<file path="src/hdl/assert_macros.svh">
// Assertion macros shared by the matrix multiply RTL.
// Expects clk and arst_n in the scope of each use.
`ifndef ASSERT_MACROS_SVH
`define ASSERT_MACROS_SVH
`ifndef SYNTHESIS
`define ASSERT_PROP(label, prop, msg) \
	label: assert property (@(posedge clk) disable iff (!arst_n) prop) else $error(msg);
`define ASSERT_NEVER(label, cond, msg) \
	label: assert property (@(posedge clk) disable iff (!arst_n) !(cond)) else $error(msg);
`else
`define ASSERT_PROP(label, prop, msg)
`define ASSERT_NEVER(label, cond, msg)
`endif
`endif

</file>
<file path="src/hdl/fmm_pkg.sv">
// Shared constants, types and field helpers for the Mersenne field matrix multiply.
// No dependencies.
`default_nettype none
package fmm_pkg;

	localparam int MAX_DIM      = 16;
	localparam int MERSENNE_EXP = 31;
	localparam int ELEM_W       = MERSENNE_EXP;
	localparam int COL_W        = $clog2(MAX_DIM);
	localparam int DIM_W        = $clog2(MAX_DIM) + 1;
	localparam int STORE_DEPTH  = MAX_DIM * MAX_DIM;
	localparam int ADDR_W       = $clog2(STORE_DEPTH);
	localparam int CNT_W        = ADDR_W + 1;
	localparam int CFG_W        = 5;
	localparam int S_TDATA_W    = ((ELEM_W + 7) / 8) * 8;
	localparam int M_TDATA_W    = ((ELEM_W + COL_W + 7) / 8) * 8;

	localparam logic [ELEM_W-1:0] FIELD_P = {ELEM_W{1'b1}};

	typedef enum logic [1:0] {
		ST_IDLE,
		ST_ISSUE,
		ST_DRAIN,
		ST_EMIT
	} state_t;

	typedef enum logic {
		OP_LOAD_B   = 1'b0,
		OP_STREAM_A = 1'b1
	} opcode_t;

	typedef enum logic {
		REG_INNER_SIZE = 1'b0,
		REG_OUT_COLS   = 1'b1
	} reg_index_t;

	typedef struct packed {
		logic             valid;
		logic [COL_W-1:0] col;
	} tag_t;

	function automatic logic [DIM_W-1:0] clamp_dim(input logic [CFG_W-1:0] v);
		logic [DIM_W-1:0] r;
		if (v == '0)
			r = DIM_W'(1);
		else if (v > CFG_W'(MAX_DIM))
			r = DIM_W'(MAX_DIM);
		else
			r = DIM_W'(v);
		return r;
	endfunction

	function automatic logic [ELEM_W-1:0] add_mod(input logic [ELEM_W-1:0] a,
		input logic [ELEM_W-1:0] b);
		logic [ELEM_W:0] s;
		s = {1'b0, a} + {1'b0, b};
		if (s >= {1'b0, FIELD_P})
			s = s - {1'b0, FIELD_P};
		return s[ELEM_W-1:0];
	endfunction

endpackage
`default_nettype wire

</file>
<file path="src/hdl/fmm_cell.sv">
// One accumulator cell of the rotating row; optionally adds a product on the way in.
// Depends on fmm_pkg.
`default_nettype none
module fmm_cell
	import fmm_pkg::*;
(
	input  logic              clk,
	input  logic              arst_n,
	input  logic              shift,
	input  logic [ELEM_W-1:0] din,
	input  logic              add_en,
	input  logic [ELEM_W-1:0] addend,
	output logic [ELEM_W-1:0] acc
);

	logic [ELEM_W-1:0] acc_q;

	always_ff @(posedge clk or negedge arst_n) begin
		if (!arst_n) begin
			acc_q <= '0;
		end else if (shift) begin
			if (add_en)
				acc_q <= add_mod(din, addend);
			else
				acc_q <= din;
		end
	end

	assign acc = acc_q;

endmodule
`default_nettype wire

</file>
<file path="config.mk">
export PLATFORM = sky130hd
export DESIGN_NAME = fmm_cell
export DESIGN_NICKNAME = d
export VERILOG_FILES = /design/src/hdl/assert_macros.svh /design/src/hdl/fmm_pkg.sv /design/src/hdl/fmm_cell.sv
export SDC_FILE = /design/constraint.sdc
export NUM_CORES = 1
export LEC_CHECK = 0
export BUFFER_PORTS_ARGS = -buffer_cell sky130_fd_sc_hd__buf_2
export CAP_MARGIN = 40
export CORE_MARGIN = 3
export CORE_UTILIZATION = 40
export DETAILED_ROUTE_END_ITERATION = 10
export SETUP_SLACK_MARGIN = 0.05
export SLEW_MARGIN = 20
export SYNTH_ARGS = -nofsm -noshare
export SYNTH_HDL_FRONTEND = slang
export SYNTH_SLANG_ARGS = --single-unit
</file>
<file path="constraint.sdc">
create_clock -name clk -period 1 [get_ports clk]
set_clock_uncertainty 0.2 [all_clocks]
set_input_delay 0.15 -clock clk [delete_from_list [all_inputs] [get_ports clk]]
set_output_delay 0.15 -clock clk [all_outputs]
set_load 0.005 [all_outputs]
</file>
==> metrics.cfg <==
[status]
status=finished with violations
violations=hold timing, setup timing

[yosys]
synthCells=574
synth_area_leader_cell=dfrtp_1
ys_ff_latch=31
synth_fa_ha_area_share_pct=9.59
seq_area_frac_synth_pct=17.7
ys.flop_type=dfrtp_1
synth_compound_area_share_pct=31.5
synthArstFlopShare_pct=100
synth_cell_types=83
synth_mux_area_share_pct=1.37
synth_xor_area_share_pct=8.16
synth_edf_count=0
synth_top_family_by_area=compound AO/OA/AOI/OAI gates
synth_fp_nets=673
yosys.area_share.simple_pct=26.6
netlist_area_um2=4380
syn_area_per_cell_um2=7.64
ys_warn_count=0
synth_top_area_share_pct=17.7
ys_top_cells_by_area=dfrtp_1 (18%), ha_1 (9.1%), a21oi_1 (5.0%), xnor2_1 (4.2%), o21ai_0 (3.7%)

[setup_path]
slowest_stage=fa_2
criticalPathCategory=primary input to flop
path_cells=buf_8 > ha_4 > fa_2 > ha_4 > nand2b_4 > or4b_4 > a211oi_2 > nand4_1 > or3_4 > nor4_4 > nand4_1 > o32ai_4 > buf_6 > xor2_2 > mux2i_1 > a21oi_1
crit_path_end_kind=flop
max_stage_delay_ns=0.57
worstPathRequired_ns=1.00
critPathMaxFanout=5
arrival_ns=3.74
cp-start-kind=primary input

[timing]
period_minus_slack_ns=3.74
max_clock_freq_mhz=267
slew_headroom_pct=48.7
fin_crit_sh_pct=374
worst_slack_ns=-2.74
setup_viol=62
hold_viol=2
slew_violations=0
tightest_slew_ns=0.750
rsz0062_at_grt=true
timing.hold.ws_ns=-0.00561

[cells_and_area]
num-nets-final=1008
finalNonFillerCells=1046
diodes=0
largest_reg_flops=31
area_growth_pct=81.6
layout-drive-gt1-share_pct=52.9

[floorplanning]
start_util_pct=41.7
fp.dieH_um=111
num_rows=37
die_w_um=111
ios=97
core_um2=10500
fp.dieArea_um2=12200

[clock_tree]
cts_buffers=5
path_clk_slew_ns=0.10
clkLatencyLatePin_ns=0.29
htreeDepth=2
cts_tree=yes
cts.sinks=31
cts_buffer_depth=2
cts-root-buf=clkbuf_8

[min_path]
hold_class=primary input to flop

[route]
drcViolationCount=0
initialDrtViolationCount=405
vias_per_cell=5.82
antenna_left=0
wirelength_mm=19.4
vias=6086
routedWlPerCell_um=18.5
drt-pass1-iter-count=5

[place]
placedCellCount=1002
place_congestion=0.915
hpwlAfterDp_mm=14.5
place_ws_ns=-3.20
io_buffers=96

[grt]
first_global_vias=6129
grt_pass1_wl_mm=30.8
antenna_found_initial=1
grt_max_degree=33
overflow=0
groute.usage.overall_pct=30.2

[pwr]
vdd_ir_drop_max_mv=0.880
power_mw=8.48
p_per_area_nw_per_um2=1070
power_leakage_nw=3.57

[flow_run]
maxCapViolCount=0

-- per-stage QoR --
step | utilization, % | cell area, µm² | TNS (ns) | hold WS, ns
4_1_cts | 71.7 | 7530 | -82.59 | -0.0254
2_1_floorplan | - | 4500 | -84.19 | -0.346
3_5_place_dp | 64.2 | 6750 | -91.50 | -0.231
5_1_grt | 75.7 | 7960 | -88.44 | 0.00240
3_3_place_gp | 64.2 | 6750 | -90.04 | -0.237
6_report | 75.7 | 7960 | -83.45 | -0.00561
-- per-layer routing --
| layer | vias up | global-route usage (%) | wire (µm) |
|---|---|---|---|
| met5 | - | 0 | 13 |
| met4 | 2 | 8.95 | 530 |
| met3 | 53 | 3.60 | 1170 |
| met2 | 231 | 51.1 | 9330 |
| met1 | 2931 | 40.4 | 8360 |
| li1 | 2869 | - | - |
-- placed cells by master, fill, tap and decap left out, types with 21 or more instances in the layout --
cell type  count
a21oi_1       30
buf_2         83
buf_4        244
buf_6         26
dfrtp_1       31
ha_4          21
inv_1         21
nand2_1       39
nand3_1       22
nand4_1       21
nor2_1        26
-- kinds of logic after synthesis --
kind of cell / Yosys count
AO/OA/AOI/OAI: 198
adder cells (fa/ha/maj): 33
flip-flops: 31
XOR/XNOR: 40
AND/OR/NAND/NOR: 212
buffers and inverters: 54
multiplexers: 6
-- cell type report --
type / instances / area [µm²]
clock inverters: 2 / 35.0
well taps: 136 / 170
fillers: 741 / 2550
clock buffers: 6 / 82.6
multi-input cells: 489 / 4160
repair buffers: 360 / 2660
inverters: 22 / 82.6
flip-flops and latches: 31 / 776
-- report_power, final --
part / internal [mW] / switching (mW)
logic: 2.84 / 2.66
registers: 1.45 / 0.100
clock network: 0.809 / 0.627
total: 5.09 / 3.39
-- synth_stat cells (10+ instances only) --
cell	count
a211oi_1	10
a21oi_1	44
a31oi_1	18
and3_1	11
buf_2	11
clkbuf_1	18
dfrtp_1	31
ha_1	32
inv_1	21
nand2_1	42
nand3_1	30
nand4_1	21
nor2_1	26
nor2b_1	18
nor3_1	13
o21ai_0	32
xnor2_1	21
xor2_1	18
-- worst max-delay path, delay by kind of cell --
family / cells / cell delay [ns]
buffers and inverters: 2 / 0.29
AO/OA/AOI/OAI: 3 / 0.68
XOR/XNOR: 1 / 0.08
multiplexers: 1 / 0.23
AND/OR/NAND/NOR: 6 / 1.42
adder cells (fa/ha/maj): 3 / 0.88
-- worst paths after layout --
kind / start / cells past startpoint / slack, ns / endpoint
setup / recovery: din[0] / 16 / -2.74 / acc[15]$_DFFE_PN0P_
setup reg to reg: acc[4]$_DFFE_PN0P_ / 3 / -0.10 / acc[4]$_DFFE_PN0P_
max in group asynchronous: arst_n / 3 / 0.16 / acc[27]$_DFFE_PN0P_
hold / removal: din[0] / 4 / -0.006 / acc[0]$_DFFE_PN0P_
hold reg to reg: acc[18]$_DFFE_PN0P_ / 2 / 0.33 / acc[18]$_DFFE_PN0P_
min in group asynchronous: arst_n / 2 / 0.01 / acc[11]$_DFFE_PN0P_
-- repair_timing --
item / CTS / global route
pin swaps: 41 / 41
endpoints found under the hold margin: 35 / 0
resized for setup: 90 / 55
setup endpoints to repair: 62 / 62
setup buffers: 19 / 19
hold buffers: 1 / 0
(Power assumes the default switching activity.)
