**src/hdl/assert_macros.svh**
```systemverilog
// Assertion macros shared by the matrix multiply RTL.
// Expects clk and arst_n in the scope of each use.
`ifndef ASSERT_MACROS_SVH
`define ASSERT_MACROS_SVH
`ifndef SYNTHESIS
`define ASSERT_PROP(label, prop, msg) \
	label: assert property (@(posedge clk) disable iff (!arst_n) prop) else $error(msg);
`define ASSERT_NEVER(label, cond, msg) \
	label: assert property (@(posedge clk) disable iff (!arst_n) !(cond)) else $error(msg);
`else
`define ASSERT_PROP(label, prop, msg)
`define ASSERT_NEVER(label, cond, msg)
`endif
`endif

```
**src/hdl/fmm_pkg.sv**
```systemverilog
// Shared constants, types and field helpers for the Mersenne field matrix multiply.
// No dependencies.
`default_nettype none
package fmm_pkg;

	localparam int MAX_DIM      = 16;
	localparam int MERSENNE_EXP = 31;
	localparam int ELEM_W       = MERSENNE_EXP;
	localparam int COL_W        = $clog2(MAX_DIM);
	localparam int DIM_W        = $clog2(MAX_DIM) + 1;
	localparam int STORE_DEPTH  = MAX_DIM * MAX_DIM;
	localparam int ADDR_W       = $clog2(STORE_DEPTH);
	localparam int CNT_W        = ADDR_W + 1;
	localparam int CFG_W        = 5;
	localparam int S_TDATA_W    = ((ELEM_W + 7) / 8) * 8;
	localparam int M_TDATA_W    = ((ELEM_W + COL_W + 7) / 8) * 8;

	localparam logic [ELEM_W-1:0] FIELD_P = {ELEM_W{1'b1}};

	typedef enum logic [1:0] {
		ST_IDLE,
		ST_ISSUE,
		ST_DRAIN,
		ST_EMIT
	} state_t;

	typedef enum logic {
		OP_LOAD_B   = 1'b0,
		OP_STREAM_A = 1'b1
	} opcode_t;

	typedef enum logic {
		REG_INNER_SIZE = 1'b0,
		REG_OUT_COLS   = 1'b1
	} reg_index_t;

	typedef struct packed {
		logic             valid;
		logic [COL_W-1:0] col;
	} tag_t;

	function automatic logic [DIM_W-1:0] clamp_dim(input logic [CFG_W-1:0] v);
		logic [DIM_W-1:0] r;
		if (v == '0)
			r = DIM_W'(1);
		else if (v > CFG_W'(MAX_DIM))
			r = DIM_W'(MAX_DIM);
		else
			r = DIM_W'(v);
		return r;
	endfunction

	function automatic logic [ELEM_W-1:0] add_mod(input logic [ELEM_W-1:0] a,
		input logic [ELEM_W-1:0] b);
		logic [ELEM_W:0] s;
		s = {1'b0, a} + {1'b0, b};
		if (s >= {1'b0, FIELD_P})
			s = s - {1'b0, FIELD_P};
		return s[ELEM_W-1:0];
	endfunction

endpackage
`default_nettype wire

```
**src/hdl/fmm_mulmod.sv**
```systemverilog
// Three-stage modular multiplier: product, Mersenne fold, final reduction.
// Depends on fmm_pkg.
`default_nettype none
module fmm_mulmod
	import fmm_pkg::*;
(
	input  logic              clk,
	input  logic              arst_n,
	input  logic [ELEM_W-1:0] a,
	input  logic [ELEM_W-1:0] b,
	input  tag_t              tag_in,
	output logic [ELEM_W-1:0] prod,
	output tag_t              tag_out,
	output logic              busy
);

	logic [2*ELEM_W-1:0] prod_s2;
	logic [ELEM_W:0]     sum_s3;
	logic [ELEM_W-1:0]   res_s4;
	tag_t                tag_s2, tag_s3, tag_s4;
	logic [ELEM_W:0]     fold_t;
	logic [ELEM_W:0]     fold_r;

	always_comb begin
		fold_t = {1'b0, sum_s3[ELEM_W-1:0]} + (ELEM_W+1)'(sum_s3[ELEM_W]);
		if (fold_t >= {1'b0, FIELD_P})
			fold_r = fold_t - {1'b0, FIELD_P};
		else
			fold_r = fold_t;
	end

	always_ff @(posedge clk or negedge arst_n) begin
		if (!arst_n) begin
			tag_s2 <= '0;
			tag_s3 <= '0;
			tag_s4 <= '0;
		end else begin
			tag_s2 <= tag_in;
			tag_s3 <= tag_s2;
			tag_s4 <= tag_s3;
		end
	end

	always_ff @(posedge clk) begin
		prod_s2 <= (2*ELEM_W)'(a) * (2*ELEM_W)'(b);
		sum_s3  <= {1'b0, prod_s2[ELEM_W-1:0]} + {1'b0, prod_s2[2*ELEM_W-1:ELEM_W]};
		res_s4  <= fold_r[ELEM_W-1:0];
	end

	assign prod    = res_s4;
	assign tag_out = tag_s4;
	assign busy    = tag_s2.valid | tag_s3.valid | tag_s4.valid;

endmodule
`default_nettype wire

```
**config.mk**
```make
export PLATFORM = sky130hd
export DESIGN_NAME = fmm_mulmod
export DESIGN_NICKNAME = d
export VERILOG_FILES = /design/src/hdl/assert_macros.svh /design/src/hdl/fmm_pkg.sv /design/src/hdl/fmm_mulmod.sv
export SDC_FILE = /design/constraint.sdc
export NUM_CORES = 2
export LEC_CHECK = 0
export BUFFER_PORTS_ARGS = -buffer_cell sky130_fd_sc_hd__buf_2
export CAP_MARGIN = 20
export CORE_MARGIN = 10
export CORE_UTILIZATION = 65
export CTS_CLUSTER_SIZE = 10
export DETAILED_ROUTE_END_ITERATION = 8
export GPL_TIMING_DRIVEN = 0
export PLACE_DENSITY = 0.92
export SKIP_CTS_REPAIR_TIMING = 1
export SYNTH_ARGS = -nofsm -noshare
export SYNTH_HDL_FRONTEND = slang
export SYNTH_SLANG_ARGS = --single-unit
```
**constraint.sdc**
```tcl
create_clock -name clk -period 7.1 [get_ports clk]
set_clock_uncertainty 0.2 [all_clocks]
set_input_delay 0.71 -clock clk [delete_from_list [all_inputs] [get_ports clk]]
set_output_delay 0.71 -clock clk [all_outputs]
set_load 0.01 [all_outputs]
```
==> reports/qor.yml <==
start_util_pct: 65.6
core_area_sq_um: 56300
cts_made_buffers: 17
fin_util_pct: 75.3
crit_family: "adder cells"
path_max_fanout: 10
root_buffer: "clkbuf_16"
layout_min_cycle_time_ns: 7.91
dp_hpwl_um: 105000
min_period_over_period_pct: 111
worstPathArrival_ns: 8.01
maxClockFrequency_ghz: 0.126
ys_seq_area_share_pct: 7.80
crit_type: "input pin to register"
slowest_delay_ns: 0.63
yosysWarnings: 0
avgSynthCellArea_sq_um: 9.17
ioPinCount: 106
antenna_found_initial: 16
die_h_um: 258
synthArstFlopShare_pct: 10.7
endpoint_kind: "register"
required_ns: 7.20
ant_nets: 0
cts_tree: "done"
syn2layout_area_growth_pct: 14.8
cts.path.max_buffers: 2
hold_path.class: "register to register"
rows: 87
drive_above_1_share_pct: 14.9
critPathBufInv: 5
synth_fp_nets: 5222
timing.final.ws_setup_ns: -0.810
critPathSlowestCell: "fa_1"
path_cells: "buf_2 > buf_4 > and2_1 > fa_1 > fa_1 > inv_1 > fa_1 > fa_1 > inv_1 > fa_1 > fa_1 > fa_1 > fa_1 > ha_4 > a21o_1 > a21o_1 > a221oi_2 > buf_4 > a21oi_2 > a211oi_4 > o41ai_4 > mux2i_1 > a2111oi_2"
wl_per_cell_um: 27.3
grt_pass1_vias: 32300
startpoint_type: "input pin"
clk_latency_ns: 0.43
synth-edff-count: 0
cts.clk_slew.worst_paths_ns: 0.06
first_pass_iters: 6
yosys_register_bits: 140
outcome: "finished, violations left"
grtUsageTotal_pct: 38.3
rsz0062_at_grt: "true"
ys_types: 81
routed_wl_um: 137000
grt_first_pass_wirelength_um: 190000
synth_area_sq_um: 36900
tightestPinTransition_ns: 0.871
final_nets: 5428
synth_cells: 4026
relSlewSlack_pct: 41.9
violations: "setup timing"
drc_errors: 0
synth_ff_type: "dfxtp_1"
vias_per_cell: 6.33
grt_max_degree: 17
num-fill-cells: 3615
cts_sinks: 140
setup_viol: 37
htreeDepth: 4
vias: 31800
io_buffers: 105
die_area_sq_um: 66700
overflow: 0
max-cap-violations: 0
gp_congestion: 1.06
crit_top_cell: "fa_1"
finalHoldViolCount: 0
die_w_um: 258
slew_viol_final: 0
drt_iter0_markers: 4022
-- flip-flops by register name, indices dropped and copies added (netlist names) --
signal   flops
tag_out      5
tag_s2       5
prod_s2     62
tag_s3       5
sum_s3      32
prod        31
-- area by class of cell --
| type | count | area [sq um] | share of cell area [%] |
|---|---|---|---|
| well taps | 756 | 946 | 2.23 |
| multi-input cells | 2854 | 31000 | 73.2 |
| flip-flops and latches | 140 | 2880 | 6.79 |
| inverters | 810 | 3040 | 7.17 |
| clock buffers | 18 | 429 | 1.01 |
| clock inverters | 14 | 161 | 0.381 |
| repair buffers | 190 | 1460 | 3.43 |
| plain buffers | 219 | 2390 | 5.65 |
| diodes | 24 | 60.1 | 0.142 |
-- synth_stat cells, drive strengths merged (4+ instances only) --
| master | n | area [sq um] |
|---|---|---|
| a2111oi | 4 | 53.8 |
| a211o | 6 | 53.8 |
| a211oi | 11 | 87.6 |
| a21boi | 5 | 37.5 |
| a21o | 39 | 293 |
| a21oi | 98 | 502 |
| a31oi | 14 | 87.6 |
| and2 | 526 | 3290 |
| and3 | 18 | 113 |
| and4 | 8 | 70.1 |
| buf | 26 | 136 |
| clkbuf | 196 | 736 |
| dfrtp | 15 | 375 |
| dfxtp | 125 | 2500 |
| fa | 838 | 16800 |
| ha | 289 | 3620 |
| inv | 810 | 3040 |
| nand2 | 532 | 2000 |
| nand2b | 14 | 87.6 |
| nand3 | 30 | 155 |
| nand4 | 24 | 171 |
| nor2 | 84 | 318 |
| nor2b | 12 | 75.1 |
| nor3 | 21 | 120 |
| nor4 | 6 | 43.8 |
| o211ai | 8 | 65.1 |
| o21a | 9 | 67.6 |
| o21ai | 60 | 300 |
| o21bai | 18 | 135 |
| o31a | 7 | 62.6 |
| or3 | 6 | 37.5 |
| xnor2 | 72 | 631 |
| xor2 | 41 | 359 |
-- layout by cell type, fill, tap and decap left out, types with 70 or more instances in the layout --
master,instances
a21oi_1,73
and2_1,498
buf_2,102
buf_4,108
dfxtp_1,125
fa_1,793
ha_1,272
inv_1,793
nand2_1,522
nor2_1,77
xnor2_1,70
-- stage by stage --
| step | setup TNS [ns] | hold slack [ns] | worst slack [ns] | instances | cell area (sq um) |
|---|---|---|---|---|---|
| 5_1_grt | -19.10 | 0.153 | -0.920 | 5007 | 42300 |
| 6_report | -15.05 | 0.149 | -0.810 | 5025 | 42400 |
| 4_1_cts | -28.09 | -0.0293 | -1.13 | 4919 | 39600 |
| 3_5_place_dp | -46.03 | 0.137 | -1.55 | 4887 | 39000 |
| 3_3_place_gp | -44.52 | 0.133 | -1.54 | 4887 | 39000 |
| 2_1_floorplan | -0.509 | 0.131 | -0.120 | 4026 | 37500 |
-- layer usage --
layer	GRT usage (%)	vias to the layer above	share of wire [%]
met5	0.292	-	0.042
met4	28.9	8	10
met3	11.1	903	14
met2	58.4	2786	43
met1	45.8	15600	32
li1	-	12500	-
-- path summary, 6_finish.rpt --
kind	cells past startpoint	end	from	slack, ns
min in group asynchronous	2	tag_out[1]$_DFF_PN0_	arst_n	0.50
max in group asynchronous	2	tag_s2[1]$_DFF_PN0_	arst_n	5.96
hold reg to reg	0	tag_s3[1]$_DFF_PN0_	tag_s2[1]$_DFF_PN0_	0.15
setup reg to reg	13	prod[13]$_DFF_P_	sum_s3[31]$_DFF_P_	3.34
hold / removal	0	tag_s3[1]$_DFF_PN0_	tag_s2[1]$_DFF_PN0_	0.15
setup / recovery	23	prod_s2[59]$_DFF_P_	b[14]	-0.81
-- worst register-to-register path: cells and delay by family, from the launching register on --
family,cells,cell delay [ns]
compound gates,2,0.66
fa+ha+maj,2,0.45
buf+inv,3,0.61
flops,1,0.44
simple gates,6,1.28
-- cells by family (layout without fill, tap and decap cells) --
logic type	count (synthesis)	after routing	synth area share [%]
AND/OR/NAND/NOR	1290	1290	17.8
AO/OA/AOI/OAI	321	321	5.81
other	0	24	0
multiplexers	3	3	0.0848
XOR/XNOR	113	113	2.68
adder cells (fa/ha/maj)	1127	1127	55.3
flip-flops	140	140	7.80
buffers and inverters	1032	1251	10.6
Power is not shown: default switching activity piles up to over one toggle a cycle in this logic, so the estimate is an artifact.
